### src/rtl/core/assert_macros.svh
// Assertion macros shared by the receiver RTL.
// Depends on a clock named clk_i and an active-low reset named rst_ni in the using scope.
`ifndef ASSERT_MACROS_SVH
`define ASSERT_MACROS_SVH

// Checked on every clock edge outside reset.
`define SWARQ_ASSERT(label, prop, msg) \
  label: assert property (@(posedge clk_i) disable iff (!rst_ni) prop) \
    else $error(msg);

// Checked on every clock edge, reset included.
`define SWARQ_ASSERT_ALWAYS(label, prop, msg) \
  label: assert property (@(posedge clk_i) prop) else $error(msg);

`endif

### src/rtl/core/swarq_pkg.sv
// Package for the sliding-window ARQ receiver: field widths, codes and shared types.
// No dependencies.
package swarq_pkg;

  localparam int unsigned SEQ_SPACE_DEF = 8;
  localparam int unsigned WINDOW_DEF    = 4;

  localparam int unsigned SEQ_W    = 3;
  localparam int unsigned NUM_W    = 3;
  localparam int unsigned NOW_W    = 3;
  localparam int unsigned TOTAL_W  = 16;

  localparam logic [TOTAL_W-1:0] TOTAL_MAX = 16'hFFFF;
  localparam logic [NOW_W-1:0]   NOW_MAX   = 3'd7;

  typedef enum logic {
    KIND_ACK = 1'b0,
    KIND_NAK = 1'b1
  } reply_kind_e;

  typedef enum logic [1:0] {
    OUTCOME_DELIVERED = 2'd0,
    OUTCOME_BUFFERED  = 2'd1,
    OUTCOME_DISCARDED = 2'd2
  } outcome_e;

  typedef enum logic [1:0] {
    ST_IDLE,
    ST_LOOKUP,
    ST_WALK,
    ST_REPLY
  } state_e;

  typedef struct packed {
    logic wr_en;
    logic wr_data;
    logic rd_en;
  } mark_cmd_t;

endpackage

### src/rtl/core/swarq_if.sv
// Request channel interfaces of the receiver: arriving frames and reply frames.
// Depends on swarq_pkg for the field widths.
interface swarq_frame_if;
  import swarq_pkg::*;

  logic             valid;
  logic             ready;
  logic [SEQ_W-1:0] frame_seq;

  modport source (output valid, output frame_seq, input ready);
  modport sink (input valid, input frame_seq, output ready);
endinterface

interface swarq_reply_if;
  import swarq_pkg::*;

  logic               valid;
  logic               ready;
  logic               reply_kind;
  logic [NUM_W-1:0]   reply_number;
  logic [1:0]         arrival_outcome;
  logic [NOW_W-1:0]   delivered_now;
  logic [TOTAL_W-1:0] total_delivered;

  modport source (
    output valid, output reply_kind, output reply_number, output arrival_outcome,
    output delivered_now, output total_delivered, input ready
  );
  modport sink (
    input valid, input reply_kind, input reply_number, input arrival_outcome,
    input delivered_now, input total_delivered, output ready
  );
endinterface

### src/rtl/core/sliding_window_arq_receiver.sv
// Sliding-window ARQ receiver: a taken frame passes the lookup state, in selective repeat mode
// a walk over buffered marks, and the reply state, which loads the reply request register.
// A new frame is taken only back in the idle state after that load; a reply still waiting for the sink delays it.
// Reset makes the expected number and delivered count zero, clears all marks through
// per-entry valid flags, and selects go-back-n mode.
// Depends on swarq_pkg, swarq_if, swarq_mark_mem and swarq_ctrl.
module sliding_window_arq_receiver #(
  parameter int unsigned SEQ_SPACE = swarq_pkg::SEQ_SPACE_DEF,
  parameter int unsigned WINDOW    = swarq_pkg::WINDOW_DEF
) (
  input  logic          clk_i,
  input  logic          rst_ni,
  input  logic          receive_mode_we_i,
  input  logic          receive_mode_i,
  swarq_frame_if.sink   frame_i,
  swarq_reply_if.source reply_o
);
  import swarq_pkg::*;

  localparam int unsigned AddrW = $clog2(SEQ_SPACE);

  logic             mode_q;
  mark_cmd_t        buf_cmd;
  mark_cmd_t        nak_cmd;
  logic [AddrW-1:0] buf_waddr;
  logic [AddrW-1:0] buf_raddr;
  logic [AddrW-1:0] nak_addr;
  logic             buf_rdata;
  logic             nak_rdata;

  always_ff @(posedge clk_i or negedge rst_ni) begin
    if (!rst_ni) begin
      mode_q <= 1'b0;
    end else if (receive_mode_we_i) begin
      mode_q <= receive_mode_i;
    end
  end

  swarq_ctrl #(
    .SEQ_SPACE (SEQ_SPACE),
    .WINDOW    (WINDOW)
  ) u_ctrl (
    .clk_i          (clk_i),
    .rst_ni         (rst_ni),
    .receive_mode_i (mode_q),
    .frame_i        (frame_i),
    .reply_o        (reply_o),
    .buf_cmd_o      (buf_cmd),
    .buf_waddr_o    (buf_waddr),
    .buf_raddr_o    (buf_raddr),
    .buf_rdata_i    (buf_rdata),
    .nak_cmd_o      (nak_cmd),
    .nak_addr_o     (nak_addr),
    .nak_rdata_i    (nak_rdata)
  );

  swarq_mark_mem #(
    .DEPTH (SEQ_SPACE)
  ) u_buf_mem (
    .clk_i   (clk_i),
    .rst_ni  (rst_ni),
    .cmd_i   (buf_cmd),
    .waddr_i (buf_waddr),
    .raddr_i (buf_raddr),
    .rdata_o (buf_rdata)
  );

  swarq_mark_mem #(
    .DEPTH (SEQ_SPACE)
  ) u_nak_mem (
    .clk_i   (clk_i),
    .rst_ni  (rst_ni),
    .cmd_i   (nak_cmd),
    .waddr_i (nak_addr),
    .raddr_i (nak_addr),
    .rdata_o (nak_rdata)
  );

endmodule

### src/rtl/core/swarq_mark_mem.sv
// One-bit mark memory with registered read data and per-entry valid flags.
// Depends on swarq_pkg for the command struct; unwritten entries read as zero.
module swarq_mark_mem #(
  parameter int unsigned DEPTH = swarq_pkg::SEQ_SPACE_DEF
) (
  input  logic                     clk_i,
  input  logic                     rst_ni,
  input  swarq_pkg::mark_cmd_t     cmd_i,
  input  logic [$clog2(DEPTH)-1:0] waddr_i,
  input  logic [$clog2(DEPTH)-1:0] raddr_i,
  output logic                     rdata_o
);
  import swarq_pkg::*;

  logic             mem_q [DEPTH];
  logic [DEPTH-1:0] vld_q;
  logic             rdata_q;

  always_ff @(posedge clk_i) begin
    if (cmd_i.wr_en) begin
      mem_q[waddr_i] <= cmd_i.wr_data;
    end
  end

  always_ff @(posedge clk_i or negedge rst_ni) begin
    if (!rst_ni) begin
      vld_q <= '0;
    end else if (cmd_i.wr_en) begin
      vld_q[waddr_i] <= 1'b1;
    end
  end

  always_ff @(posedge clk_i) begin
    if (cmd_i.rd_en) begin
      rdata_q <= mem_q[raddr_i] & vld_q[raddr_i];
    end
  end

  assign rdata_o = rdata_q;

endmodule

### src/rtl/core/swarq_ctrl.sv
// Receive sequencer: window state, mark memory accesses, reply register.
// Depends on swarq_pkg, swarq_if and assert_macros.svh.
`include "assert_macros.svh"

module swarq_ctrl #(
  parameter int unsigned SEQ_SPACE = swarq_pkg::SEQ_SPACE_DEF,
  parameter int unsigned WINDOW    = swarq_pkg::WINDOW_DEF
) (
  input  logic                         clk_i,
  input  logic                         rst_ni,
  input  logic                         receive_mode_i,
  swarq_frame_if.sink                  frame_i,
  swarq_reply_if.source                reply_o,
  output swarq_pkg::mark_cmd_t         buf_cmd_o,
  output logic [$clog2(SEQ_SPACE)-1:0] buf_waddr_o,
  output logic [$clog2(SEQ_SPACE)-1:0] buf_raddr_o,
  input  logic                         buf_rdata_i,
  output swarq_pkg::mark_cmd_t         nak_cmd_o,
  output logic [$clog2(SEQ_SPACE)-1:0] nak_addr_o,
  input  logic                         nak_rdata_i
);
  import swarq_pkg::*;

  localparam int unsigned SeqW  = $clog2(SEQ_SPACE);
  localparam int unsigned DistW = SeqW + 1;
  localparam int unsigned NowW  = $clog2(WINDOW + 1);
  localparam int unsigned Span  = WINDOW % SEQ_SPACE;
  localparam bit          MultiWin = (WINDOW > 1);

  state_e             state_q, state_d;
  logic [SEQ_W-1:0]   seq_q, seq_d;
  logic               sr_q, sr_d;
  logic [SeqW-1:0]    exp_q, exp_d;
  logic [TOTAL_W-1:0] total_q, total_d;
  logic [NowW-1:0]    now_q, now_d;
  reply_kind_e        kind_q, kind_d;
  outcome_e           outc_q, outc_d;

  logic               rvalid_q, rvalid_d;
  reply_kind_e        rkind_q, rkind_d;
  logic [NUM_W-1:0]   rnum_q, rnum_d;
  outcome_e           routc_q, routc_d;
  logic [NOW_W-1:0]   rnow_q, rnow_d;
  logic [TOTAL_W-1:0] rtotal_q, rtotal_d;

  logic               accept;
  logic               in_range;
  logic [SeqW-1:0]    seq_idx;
  logic               match;
  logic [DistW-1:0]   ahead;
  logic               in_window;
  logic [SeqW-1:0]    exp_next;
  logic [SeqW-1:0]    ack_num;
  logic [TOTAL_W-1:0] total_inc;
  logic               walk_more;
  logic               reply_load;

  assign accept    = frame_i.valid && (state_q == ST_IDLE);
  assign in_range  = (32'(seq_q) < SEQ_SPACE);
  assign seq_idx   = SeqW'(seq_q);
  assign match     = in_range && (seq_idx == exp_q);
  assign ahead     = (seq_idx >= exp_q)
                   ? (DistW'(seq_idx) - DistW'(exp_q))
                   : (DistW'(seq_idx) + DistW'(SEQ_SPACE) - DistW'(exp_q));
  assign in_window = sr_q && in_range && (32'(ahead) < Span);
  assign exp_next  = (exp_q == SeqW'(SEQ_SPACE - 1)) ? '0 : exp_q + 1'b1;
  assign ack_num   = (exp_q == '0) ? SeqW'(SEQ_SPACE - 1) : exp_q - 1'b1;
  assign total_inc = (total_q == TOTAL_MAX) ? total_q : total_q + 1'b1;
  assign walk_more = (32'(now_q) + 32'd1 < WINDOW);
  assign reply_load = (state_q == ST_REPLY) && (!rvalid_q || reply_o.ready);

  always_comb begin
    state_d = state_q;
    case (state_q)
      ST_IDLE: begin
        if (accept) begin
          state_d = ST_LOOKUP;
        end
      end
      ST_LOOKUP: begin
        if (match && sr_q && MultiWin) begin
          state_d = ST_WALK;
        end else begin
          state_d = ST_REPLY;
        end
      end
      ST_WALK: begin
        if (!(buf_rdata_i && walk_more)) begin
          state_d = ST_REPLY;
        end
      end
      ST_REPLY: begin
        if (reply_load) begin
          state_d = ST_IDLE;
        end
      end
      default: state_d = ST_IDLE;
    endcase
  end

  always_comb begin
    seq_d     = seq_q;
    sr_d      = sr_q;
    exp_d     = exp_q;
    total_d   = total_q;
    now_d     = now_q;
    kind_d    = kind_q;
    outc_d    = outc_q;
    buf_cmd_o = '0;
    nak_cmd_o = '0;
    buf_waddr_o = exp_q;
    case (state_q)
      ST_IDLE: begin
        if (accept) begin
          seq_d = frame_i.frame_seq;
          sr_d  = receive_mode_i;
          nak_cmd_o.rd_en = 1'b1;
        end
      end
      ST_LOOKUP: begin
        kind_d = KIND_ACK;
        now_d  = '0;
        if (match) begin
          buf_cmd_o.wr_en = 1'b1;
          nak_cmd_o.wr_en = 1'b1;
          buf_cmd_o.rd_en = sr_q && MultiWin;
          exp_d   = exp_next;
          total_d = total_inc;
          now_d   = NowW'(1);
          outc_d  = OUTCOME_DELIVERED;
        end else if (in_window) begin
          buf_cmd_o.wr_en   = 1'b1;
          buf_cmd_o.wr_data = 1'b1;
          buf_waddr_o       = seq_idx;
          outc_d            = OUTCOME_BUFFERED;
          if (!nak_rdata_i) begin
            nak_cmd_o.wr_en   = 1'b1;
            nak_cmd_o.wr_data = 1'b1;
            kind_d            = KIND_NAK;
          end
        end else begin
          outc_d = OUTCOME_DISCARDED;
        end
      end
      ST_WALK: begin
        if (buf_rdata_i) begin
          buf_cmd_o.wr_en = 1'b1;
          nak_cmd_o.wr_en = 1'b1;
          buf_cmd_o.rd_en = walk_more;
          exp_d   = exp_next;
          total_d = total_inc;
          now_d   = now_q + 1'b1;
        end
      end
      default: begin
      end
    endcase
  end

  assign buf_raddr_o = exp_next;
  assign nak_addr_o  = exp_q;

  always_comb begin
    rvalid_d = rvalid_q && !reply_o.ready;
    rkind_d  = rkind_q;
    rnum_d   = rnum_q;
    routc_d  = routc_q;
    rnow_d   = rnow_q;
    rtotal_d = rtotal_q;
    if (reply_load) begin
      rvalid_d = 1'b1;
      rkind_d  = kind_q;
      rnum_d   = (kind_q == KIND_NAK) ? NUM_W'(exp_q) : NUM_W'(ack_num);
      routc_d  = outc_q;
      rnow_d   = (32'(now_q) > 32'(NOW_MAX)) ? NOW_MAX : NOW_W'(now_q);
      rtotal_d = total_q;
    end
  end

  always_ff @(posedge clk_i or negedge rst_ni) begin
    if (!rst_ni) begin
      state_q  <= ST_IDLE;
      exp_q    <= '0;
      total_q  <= '0;
      now_q    <= '0;
      rvalid_q <= 1'b0;
    end else begin
      state_q  <= state_d;
      exp_q    <= exp_d;
      total_q  <= total_d;
      now_q    <= now_d;
      rvalid_q <= rvalid_d;
    end
  end

  always_ff @(posedge clk_i) begin
    seq_q    <= seq_d;
    sr_q     <= sr_d;
    kind_q   <= kind_d;
    outc_q   <= outc_d;
    rkind_q  <= rkind_d;
    rnum_q   <= rnum_d;
    routc_q  <= routc_d;
    rnow_q   <= rnow_d;
    rtotal_q <= rtotal_d;
  end

  assign frame_i.ready           = (state_q == ST_IDLE);
  assign reply_o.valid           = rvalid_q;
  assign reply_o.reply_kind      = rkind_q;
  assign reply_o.reply_number    = rnum_q;
  assign reply_o.arrival_outcome = routc_q;
  assign reply_o.delivered_now   = rnow_q;
  assign reply_o.total_delivered = rtotal_q;

  `SWARQ_ASSERT(a_now_bounded, (32'(now_q) <= WINDOW), "Delivery run exceeds the window")
  `SWARQ_ASSERT(a_walk_sr_only, (state_q == ST_WALK) |-> sr_q,
                "Buffered run walked outside selective repeat")
  `SWARQ_ASSERT(a_exp_hold,
                !((state_q == ST_LOOKUP) || (state_q == ST_WALK)) |=> $stable(exp_q),
                "Expected number moved without a delivery")
  `SWARQ_ASSERT(a_mark_write_state,
                (buf_cmd_o.wr_en || nak_cmd_o.wr_en) |->
                  ((state_q == ST_LOOKUP) || (state_q == ST_WALK)),
                "Mark write outside lookup or walk")

endmodule
### src/flat_wrapper.sv
// flat-port wrapper written by rule: the top's interface ports become plain ports
module sliding_window_arq_receiver_flat import swarq_pkg::*;
#(
  parameter int unsigned SEQ_SPACE = swarq_pkg::SEQ_SPACE_DEF,
  parameter int unsigned WINDOW    = swarq_pkg::WINDOW_DEF
)
  (clk_i, rst_ni, receive_mode_we_i, receive_mode_i, frame_i_valid, frame_i_frame_seq, frame_i_ready, reply_o_valid, reply_o_reply_kind, reply_o_reply_number, reply_o_arrival_outcome, reply_o_delivered_now, reply_o_total_delivered, reply_o_ready);
  swarq_frame_if frame_i_i ();
  swarq_reply_if reply_o_i ();
  input  logic clk_i;
  input  logic rst_ni;
  input  logic receive_mode_we_i;
  input  logic receive_mode_i;
  input wire logic [$bits(frame_i_i.valid)-1:0] frame_i_valid;
  input wire logic [$bits(frame_i_i.frame_seq)-1:0] frame_i_frame_seq;
  output wire logic [$bits(frame_i_i.ready)-1:0] frame_i_ready;
  output wire logic [$bits(reply_o_i.valid)-1:0] reply_o_valid;
  output wire logic [$bits(reply_o_i.reply_kind)-1:0] reply_o_reply_kind;
  output wire logic [$bits(reply_o_i.reply_number)-1:0] reply_o_reply_number;
  output wire logic [$bits(reply_o_i.arrival_outcome)-1:0] reply_o_arrival_outcome;
  output wire logic [$bits(reply_o_i.delivered_now)-1:0] reply_o_delivered_now;
  output wire logic [$bits(reply_o_i.total_delivered)-1:0] reply_o_total_delivered;
  input wire logic [$bits(reply_o_i.ready)-1:0] reply_o_ready;
  assign frame_i_i.valid = frame_i_valid;
  assign frame_i_i.frame_seq = frame_i_frame_seq;
  assign frame_i_ready = frame_i_i.ready;
  assign reply_o_valid = reply_o_i.valid;
  assign reply_o_reply_kind = reply_o_i.reply_kind;
  assign reply_o_reply_number = reply_o_i.reply_number;
  assign reply_o_arrival_outcome = reply_o_i.arrival_outcome;
  assign reply_o_delivered_now = reply_o_i.delivered_now;
  assign reply_o_total_delivered = reply_o_i.total_delivered;
  assign reply_o_i.ready = reply_o_ready;
  sliding_window_arq_receiver #(.SEQ_SPACE(SEQ_SPACE), .WINDOW(WINDOW)) u_core (.clk_i(clk_i), .rst_ni(rst_ni), .receive_mode_we_i(receive_mode_we_i), .receive_mode_i(receive_mode_i), .frame_i(frame_i_i), .reply_o(reply_o_i));
endmodule
### config.mk
export PLATFORM = sky130hd
export DESIGN_NAME = sliding_window_arq_receiver_flat
export DESIGN_NICKNAME = d
export VERILOG_FILES = /design/src/rtl/core/swarq_pkg.sv /design/src/rtl/core/swarq_if.sv /design/src/rtl/core/sliding_window_arq_receiver.sv /design/src/rtl/core/swarq_mark_mem.sv /design/src/rtl/core/swarq_ctrl.sv /design/src/flat_wrapper.sv
export VERILOG_INCLUDE_DIRS = /design/src /design/src/rtl/core
export SDC_FILE = /design/constraint.sdc
export NUM_CORES = 1
export LEC_CHECK = 0
export BUFFER_PORTS_ARGS = -buffer_cell sky130_fd_sc_hd__buf_2
export CAP_MARGIN = 5
export CORE_ASPECT_RATIO = 0.6
export CORE_UTILIZATION = 42
export CTS_CLUSTER_SIZE = 12
export DETAILED_ROUTE_END_ITERATION = 16
export GPL_TIMING_DRIVEN = 1
export PLACE_DENSITY = 0.63
export SLEW_MARGIN = 20
export SYNTH_ARGS = -nofsm -noshare
export SYNTH_HDL_FRONTEND = slang
export SYNTH_HIERARCHICAL = 1
export SYNTH_SLANG_ARGS = --single-unit
### constraint.sdc
create_clock -name clk_i -period 4.8 [get_ports clk_i]
set_input_delay 0.72 -clock clk_i [delete_from_list [all_inputs] [get_ports clk_i]]
set_output_delay 0.72 -clock clk_i [all_outputs]
set_load 0.05 [all_outputs]
## Word level (Yosys, flattened, before mapping)

Memory sizes are Yosys's and may differ from the RTL's.
Index checks and enable logic that the tools add are counted.

| storage, ports and cells | value |
|---|---|
| register bits after elaboration | 76 |
| logic and storage cells | 126 |
| memories kept | 2 |
| input port bits | 9 |
| output and inout port bits | 27 |
| memory bits (writable) | 16 |

| operators by class | value |
|---|---|
| multiplexer cells | 54 |
| add/subtract/negate cells | 8 |
| equality and inequality tests | 11 |
| order comparisons | 8 |
| bitwise gates (word level) | 5 |
| reductions and logical operators | 19 |

Memories:

| name | words | bits a word | rd ports | clocked after memory_dff | write ports | line | source |
|---|---|---|---|---|---|---|---|
| u_core.u_buf_mem.mem_q | 8 | 1 | 1 | 0 | 1 | swarq_mark_mem.sv:15 | `logic mem_q [DEPTH];` |
| u_core.u_nak_mem.mem_q | 8 | 1 | 1 | 0 | 1 | swarq_mark_mem.sv:15 |  |

Operators with widths:

| cell | number |
|---|---|
| $mux 16 | 3 |
| $pmux 16 s2 | 1 |
| $mux 3 | 9 |
| $mux 1 | 23 |
| $add 16x1->16 const B | 1 |
| $eq 16x16->1 const B | 1 |
| $or 8x8->8 | 2 |
| $mux 2 | 7 |
| $lt 3x4->1 const B | 3 |
| $pmux 3 s2 | 2 |
| $logic_and 1x1->1 | 8 |
| $lt 4x3->1 const B | 2 |
| $ne 2x2->1 const B | 4 |
| $pmux 2 s4 | 1 |
| $add 3x1->3 const B | 2 |
| $bmux 1 s3 | 2 |
| $demux 1 s3 | 2 |
| $ge 3x1->1 const B | 2 |
| $pmux 1 s2 | 3 |
| $reduce_and 3->1 | 2 |
| $add 3x1->4 const B | 1 |
| $add 3x4->4 const B | 1 |
| $eq 2x2->1 const B | 2 |
| $mux 4 | 1 |
| other kinds (17) | 20 |

## Logic depth before layout (Yosys ltp)

Gate-level depths: netlist (run 1).

| logic depth | value |
|---|---|
| word-level depth | 13 |
| gate-level depth with buffers | 13 |
| depth with buffers taken out | 13 |

## Modules after synthesis

Netlist (run 1), hierarchy kept.

Modules (own cells, without submodules):

| module | area an instance (um^2) | cells an instance | instances | sequential area each (um^2) |
|---|---|---|---|---|
| swarq_ctrl | 2,658.8 | 212 | 1 | 1,586.5 |
| swarq_mark_mem (u_core.u_buf_mem) | 683.2 | 57 | 1 | 470.5 |
| swarq_mark_mem (u_core.u_nak_mem) | 676.9 | 53 | 1 | 470.5 |
| sliding_window_arq_receiver | 40.0 | 2 | 1 | 25.0 |

## Least setup slack after synthesis (run 1)

Ideal clock, no wire load.

| timing | value |
|---|---|
| path kind | register to register |
| start point | register u_core.u_ctrl.exp_q[1], in the netlist u_core/u_ctrl/nak_addr_o[1] |
| end point | memory u_core.u_buf_mem.mem_q[0] (enable) |
| data arrival time | 2,977 ps |
| cell stages (with the launch flop) | 12 |
| path buffers | 0 |
| clock period less this slack | 3,296 ps |
| setup time | 319 ps |
| data required time | 4,481 ps |
| path slack | 1,504 ps |
| cell sequence | dfrtp_1 > inv_1 > ha_1 > a21o_1 > fa_1 > or3b_2 > nor2_1 > mux2i_1 > inv_1 > mux2_2 > nand2b_1 > nor3_1 |

| between the ends | value |
|---|---|
| elaborated cells between the ends (all ways) | 15 |
| those cells by class | add/sub (2); order compare (2); eq/ne (1); mux (9); reduce/logical (1) |

RTL lines:

| what | line | source |
|---|---|---|
| from (decl) | swarq_ctrl.sv:33 | `logic [SeqW-1:0] exp_q, exp_d;` |
| from (signal assigned) | swarq_ctrl.sv:189 | `exp_q <= exp_d;` |
| $sub 4x3->4, or another cell as far along | swarq_ctrl.sv:64 | `: (DistW'(seq_idx) + DistW'(SEQ_SPACE) - DistW'(exp_q));` |
| $mux 4 | swarq_ctrl.sv:63 | `? (DistW'(seq_idx) - DistW'(exp_q))` |
| $lt 4x3->1 | swarq_ctrl.sv:65 | `assign in_window = sr_q && in_range && (32'(ahead) < Span);` |
| $logic_and 1x1->1 | swarq_ctrl.sv:65 |  |
| $mux 3 | swarq_ctrl.sv:131 | `end else if (in_window) begin` |
| $mux 3 (*) | swarq_ctrl.sv:123 | `if (match) begin` |
| $mux 3 (*) | swarq_ctrl.sv:112 | `case (state_q)` |
| net u_core.buf_waddr[2] | sliding_window_arq_receiver.sv:25 | `logic [AddrW-1:0] buf_waddr;` |
| to (decl) | swarq_mark_mem.sv:15 |  |

Mark *: on every way through the listed nets, which the timed path passes. The rest lies on a longest branch.

## Worst setup path after layout (run 1)

Same ends and word-level chain as after synthesis.

==> results of run 1 <==
worst max-delay path by stage:
stage	slack (ns)	end	start	depth (start not counted)
4_1_cts	1.14	u_core/u_buf_mem/mem_q[0]	u_core/u_ctrl/nak_addr_o[1]	11
3_3_place_gp	1.23	u_core/u_buf_mem/mem_q[0]	u_core/u_ctrl/nak_addr_o[1]	11
5_1_grt	0.84	u_core/u_buf_mem/mem_q[0]	u_core/u_ctrl/nak_addr_o[1]	11
3_5_place_dp	1.15	u_core/u_buf_mem/mem_q[0]	u_core/u_ctrl/nak_addr_o[1]	11
2_1_floorplan	1.50	u_core/u_buf_mem/mem_q[0]	u_core/u_ctrl/nak_addr_o[1]	11
6_report	1.13	u_core/u_buf_mem/mem_q[0]	u_core/u_ctrl/nak_addr_o[1]	11
layout by cell type, fill, tap and decap left out, types with 9 or more instances in the layout:
| cell type | synthesis | routed |
|---|---|---|
| clkbuf_16 | 0 | 9 |
| dfrtp_1 | 42 | 42 |
| xor2_1 | 11 | 11 |
| nor2_1 | 28 | 28 |
| a21oi_1 | 9 | 9 |
| nor3_1 | 13 | 13 |
| or2_2 | 16 | 16 |
| o21ai_0 | 13 | 13 |
| nand2b_1 | 9 | 9 |
| nand2_1 | 28 | 28 |
| buf_2 | 1 | 34 |
| edfxtp_1 | 50 | 50 |
| nand3_1 | 9 | 9 |
| inv_1 | 15 | 15 |
| ha_1 | 13 | 13 |
power by group through the flow:
stage	sequential, mW	clock [mW]	combinational, mW
global route	1.34	0.723	1.40
CTS	1.31	0.689	1.27
floorplan	1.56	0	0.703
finish	1.31	0.669	1.27
global placement	1.32	0	1.24
detailed placement	1.32	0	1.27
layout make-up:
class / count / area share, %
Clock buffer: 10 / 5.118
Clock inverter: 6 / 0.9914
Inverter: 16 / 1.286
Multi-Input combinational cell: 213 / 30.65
Sequential cell: 92 / 54.66
Tap cell: 130 / 3.483
Timing Repair Buffer: 35 / 3.805
per-stage QoR:
step | power, mW | hold slack, ns | setup slack [ns]
global placement | 2.554 | 0.4343 | 1.228
CTS | 3.275 | 0.4454 | 1.141
global route | 3.465 | 0.4212 | 0.8412
floorplan | 2.268 | 0.4003 | 1.504
finish | 3.252 | 0.3707 | 1.126
detailed placement | 2.593 | 0.4377 | 1.147
synth_stat cells (5+ instances only):
cell type / instances / share of area [%]
edfxtp_1: 50 / 37
nand4_1: 5 / 0.77
a21oi_1: 9 / 1.1
nor2_1: 28 / 2.6
inv_1: 15 / 1.4
o21ai_0: 13 / 1.6
xor2_1: 11 / 2.4
mux2_2: 5 / 1.4
ha_1: 13 / 4.0
nand2b_1: 9 / 1.4
or2_2: 16 / 2.5
and2_1: 7 / 1.1
mux2i_1: 5 / 1.2
nand3_1: 9 / 1.1
dfrtp_1: 42 / 26
nor3_1: 13 / 1.6
nand2_1: 28 / 2.6
state kept, by name, indices dropped and copies added (netlist names), 3 cells and up:
register	flops
u_core/u_buf_mem/vld_q	8
u_core/u_ctrl/seq_idx	3
u_core/u_nak_mem/vld_q	8
u_core/u_buf_mem/mem_q	8
u_core/u_ctrl/total_q	16
u_core/u_ctrl/reply_o.delivered_now	3
u_core/u_ctrl/now_q	3
u_core/u_ctrl/nak_addr_o	3
u_core/u_ctrl/reply_o.total_delivered	16
u_core/u_nak_mem/mem_q	8
u_core/u_ctrl/reply_o.reply_number	3
metal layers:
metal	up-vias	wire length [um]
met5	-	0
met4	0	15
met3	2	326
met2	59	3073
met1	1243	4176
li1	1252	-
logic make-up after synthesis:
logic type               after synthesis  synth area share (%)
adder cells (fa/ha/maj)               14                 4.501
buffers and inverters                 19                 1.880
AND/OR/NAND/NOR                      136                 18.43
multiplexers                          12                 3.360
flip-flops                            92                 62.89
XOR/XNOR                              13                 2.805
AO/OA/AOI/OAI                         38                 6.134
==> flow_summary.toml, run 1 <==
[status]
outcome = "finished clean"

[drt]
drtIter0Drc = 301
ant_nets = 0
viasPerCell = 5.092
route.vias.total = 2556
avgRoutedWirePerCell_um = 15.12
dr.pass1.iters = 4
route.detailed.drc = 0
wirelength_mm = 7.592

[clock_tree]
ctsHoldBuffers = 0
cts_root_buf = "clkbuf_16"
cts_buffers = 9
ctsLongestPathBuffers = 2
post_cts_resized = 0
path_clk_slew_ns = 0.07
h-tree-depth = 3
clock_sinks = 92
cts_setup_buffers = 0
cts_tree = "done"
clk_latency_ns = 0.34

[timing]
worstMarginPinSlew_ns = 0.6336
period_share_pct = 76.54
max_freq_ghz = 0.2722
slew_headroom_pct = 57.60
setup_viol = 0
fin_tns_setup_ns = 0
finalCriticalPeriod_ns = 3.674
hold_violations = 0
grt_setup_unrepaired = "no"
final-max-slew-violation-count = 0
fin_skew_ns = 0.01128

[die]
num_io_pins = 36
die_area_mm2 = 0.01007
row_count = 27
dieWidth_um = 128.9
die_h_um = 78.15
core_mm2 = 0.009290
initial_core_util_pct = 43.69

[global_route]
grt_util_met1_pct = 26.65
grt_max_degree = 43
grt_usage_pct = 17.15
met3_usage_pct = 5.385
met2_usage_pct = 22.22
grt_pass1_vias = 2507
grt_overflow = 0
antenna_found_initial = 0
grt_pass1_wl_mm = 12.81
top_usage_layer = "met1"

[place]
gp_congestion = 0.9017
io_buffers = 35
placed_area_mm2 = 0.004380
dp_hpwl_mm = 5.504
post-place-cells = 486

[layout]
seqCellArea_mm2 = 0.002552
finalCoreUtilization_pct = 50.26
antennaDiodeCount = 0
drive_above_1_share_pct = 22.85
fillers = 835
final_area_mm2 = 0.004669
fin_nets = 390
multi_input_area_mm2 = 0.001431
instances_no_fill = 502
area_delta_synth_final_pct = 15.04

[setup_path]
worstPathCellList = "inv_1, ha_1, a21o_1, fa_1, or3b_2, nor2_1, mux2i_1, inv_1, mux2_2, nand2b_1, nor3_1"
worst-r2r-cell-count = 11
worst_path_max_delay_cell = "dfrtp_1"
critPathMaxFanout = 11
crit_path_max_incr_delay_ns = 0.50
cp_num_buf_inv = 2
cp-end-kind = "register"
r2r-start = "u_core/u_ctrl/nak_addr_o[1]"
crit_arrival_ns = 3.70
critPathLaunchType = "register"
cp.required_ns = 4.82
crit_path_frequent_cell = "inv_1"
path_class = "register to register"
cp_top_family = "simple AND/OR/NAND/NOR gates"
rrSetupSlack_ns = 1.13
r2r_end = "u_core/u_buf_mem/mem_q[0]"

[synthesis]
syn_area_mm2 = 0.004059
synth_ff_type = "edfxtp_1"
syn_avg_cell_area_um2 = 12.53
synth.distinct_cells = 50
yosysSeqAreaShare_pct = 62.89
yosysWarningCount = 6
synth_seq_cells = 92
syn_inst = 324
ys_async_sr_fraction_pct = 45.65
syn_nets = 347
synth_edf_count = 50

[power]
pwr-share-seq_pct = 40.2
p_sw_mw = 1.330
internal_power_mw = 1.922
p_per_area_mw_per_mm2 = 696.5
p_leak_nw = 1.912
combPwrFrac_pct = 39.2
max-vdd-ir-drop_mv = 0.3530
p_sw_share_pct = 40.90
clkPwrFrac_pct = 20.6

[worst_hold_path]
hp-class = "input pin to async pin"

[run]
maxCapViolCount = 0
Power figures use the tool's default switching activity.
==> run 2, diff against run 1 <==
Settings changed: ABC_AREA set to 1, PLACE_DENSITY 0.63 to 0.65.
Clock period 4.8 ns to 3.2 ns, I/O delays scaled along.
==> run 2 against run 1 <==
Wire length rose by 7.2%. First-iteration DRC count is 18% lower. Clock-buffer cell count increased by 1. Highest routed layer unchanged.
==> flow_summary.toml, run 2 <==
[status]
outcome = "finished clean"

[layout]
multi_input_area_mm2 = 0.001320
drive_above_1_share_pct = 15.23
antennaDiodeCount = 0
finalCoreUtilization_pct = 51.17
instances_no_fill = 583
fillers = 868
seqCellArea_mm2 = 0.002552
area_delta_synth_final_pct = 16.43
final_common_cell = "nand2_1"
layout_common_cells = "nand2_1, inv_1, edfxtp_1"
fin_nets = 471
final_area_mm2 = 0.004771

[drt]
ant_nets = 0
viasPerCell = 4.873
drtIter0Drc = 246
avgRoutedWirePerCell_um = 13.97
wirelength_mm = 8.142
route.vias.total = 2841
dr.pass1.iters = 5
route.detailed.drc = 0

[timing]
fin_tns_setup_ns = 0
period_share_pct = 90.12
whs_ns = 0.1300
setup_slack_ns = 0.3162
fin_skew_ns = 0.006908
final-max-slew-violation-count = 0
setup_viol = 0
grt_setup_unrepaired = "no"
hold_violations = 0
slew_headroom_pct = 45.31
worstMarginPinSlew_ns = 0.8204
max_freq_ghz = 0.3468
finalCriticalPeriod_ns = 2.884

[synthesis]
yosys.area.top_type = "edfxtp_1"
syn_area_mm2 = 0.004098
yosysSeqAreaShare_pct = 62.29
synth_seq_cells = 92
synthAdderAreaFrac_pct = 4.458
yosysWarningCount = 6
synth_ff_type = "edfxtp_1"
synth_xor_area_share_pct = 1.710
yosys-mux-area-fraction_pct = 0
synth_top_area_share_pct = 36.64
syn_avg_cell_area_um2 = 10.24
synthSimpleGateAreaFrac_pct = 21.37
yosys-top-cells-area = "edfxtp_1, dfrtp_1, nand2_1"
synth_edf_count = 50
synth_commonest_cells = "nand2_1, inv_1, edfxtp_1, nand3_1, dfrtp_1"
synth_compound_area_share_pct = 4.580
syn_inst = 400
syn_nets = 423
synth_top_family_by_area = "simple AND/OR/NAND/NOR gates"
synth.most_common_cell = "nand2_1"
synth.distinct_cells = 27
ys_async_sr_fraction_pct = 45.65

[power]
p_per_area_mw_per_mm2 = 1017
p_leak_nw = 2.147
total_power_mw = 4.854
max-vdd-ir-drop_mv = 0.3610

[setup_path]
crit_path_frequent_cell = "nand2_1"
cp.required_ns = 3.23
cp-end-kind = "register"
critPathMaxFanout = 10
worstPathCellList = "inv_1, ha_1, nand2_1, nand2_1, fa_1, nor2_1, nand3_1, nor2_1, nand2_1, inv_1, nand2_1, nand2_1, nand2_1, nor2_1"
crit_arrival_ns = 2.92
path_class = "register to register"
crit_path_max_incr_delay_ns = 0.43
worst_path_max_delay_cell = "fa_1"
critPathLaunchType = "register"

[clock_tree]
cts_buffers = 9
post_cts_resized = 0
cts_root_buf = "clkbuf_16"
ctsHoldBuffers = 0
path_clk_slew_ns = 0.06
h-tree-depth = 3
ctsLongestPathBuffers = 2
cts_setup_buffers = 0
clk_latency_ns = 0.34
cts_tree = "done"
clock_sinks = 92

[place]
post-place-ws_ns = 0.3788
post-place-cells = 567
gp_congestion = 0.8618
placed_area_mm2 = 0.004451
io_buffers = 35
dp_hpwl_mm = 5.946

[global_route]
top_usage_layer = "met1"
met2_usage_pct = 22.80
grt_pass1_vias = 2571
met3_usage_pct = 5.794
grt_usage_pct = 17.61
grt_max_degree = 43
grt_pass1_wl_mm = 13.13
antenna_found_initial = 0
grt_overflow = 0
grt_util_met1_pct = 26.64

[die]
initial_core_util_pct = 43.95
die_h_um = 78.51
die_area_mm2 = 0.01017
core_mm2 = 0.009324
row_count = 27
num_io_pins = 36
dieWidth_um = 129.5

[worst_hold_path]
hp-class = "input pin to async pin"

[run]
maxCapViolCount = 0
==> run 2: cell types whose count changed after synthesis, sizes merged, moves of 3 or more <==
cell    previous run  this run
nand3             11        46
o21ai             14        22
mux2               7         0
nor4               3         0
and2               7         0
nor2              29        35
mux2i              5         0
inv               16        56
xor2              11         5
nand2b             9         0
nor3              14         7
nand2             28        85
==> run 2: cell families (layout without fill, tap and decap cells) <==
logic type,Yosys count,after routing
AOI/OAI and AO/OA,34,34
xor gates and xnor gates,8,8
adders and majority gates,14,14
buffers and inverters,58,111
DFF,92,92
and+or+nand+nor,194,194
==> run 2: final timing paths <==
check | startpoint | end | slack [ns] | depth (start not counted)
worst max-delay path | u_core/u_ctrl/nak_addr_o[1] | u_core/u_buf_mem/mem_q[7] | 0.32 | 14
worst min-delay path | rst_ni | u_core/u_buf_mem/vld_q[1] | 0.13 | 1
worst max register to register | u_core/u_ctrl/nak_addr_o[1] | u_core/u_buf_mem/mem_q[7] | 0.32 | 14
worst min register to register | u_core/u_ctrl/outc_q[1] | u_core/u_ctrl/reply_o.arrival_outcome[1] | 0.44 | 0
max in group asynchronous | rst_ni | u_core/u_ctrl/total_q[13] | 2.68 | 1
min in group clk_i | frame_i_frame_seq[0] | u_core/u_ctrl/seq_idx[0] | 0.32 | 1
==> run 2: layer usage <==
layer,up-vias,wire [um]
li1,1412,-
met1,1322,4205
met2,101,3194
met3,6,648
met4,0,94
met5,-,0
==> run 2: layout make-up <==
type	instances	area share [%]
Clock buffer	11	5.088
Clock inverter	5	1.574
Inverter	56	4.406
Multi-Input combinational cell	250	27.67
Sequential cell	92	53.50
Tap cell	130	3.409
Timing Repair Buffer	39	4.354
==> run 2: critical path, delay by kind of cell, from the launching register on <==
family,cells,cell delay (ns)
adder cells (fa/ha/maj),2,0.76
flip-flops,1,0.34
buffers and inverters,2,0.34
AND/OR/NAND/NOR,10,1.14
==> run 2: power breakdown <==
group | switching (mW) | internal [mW]
Clock | 0.424 | 0.701
Combinational | 1.36 | 0.521
Sequential | 0.184 | 1.66
Total | 1.97 | 2.88
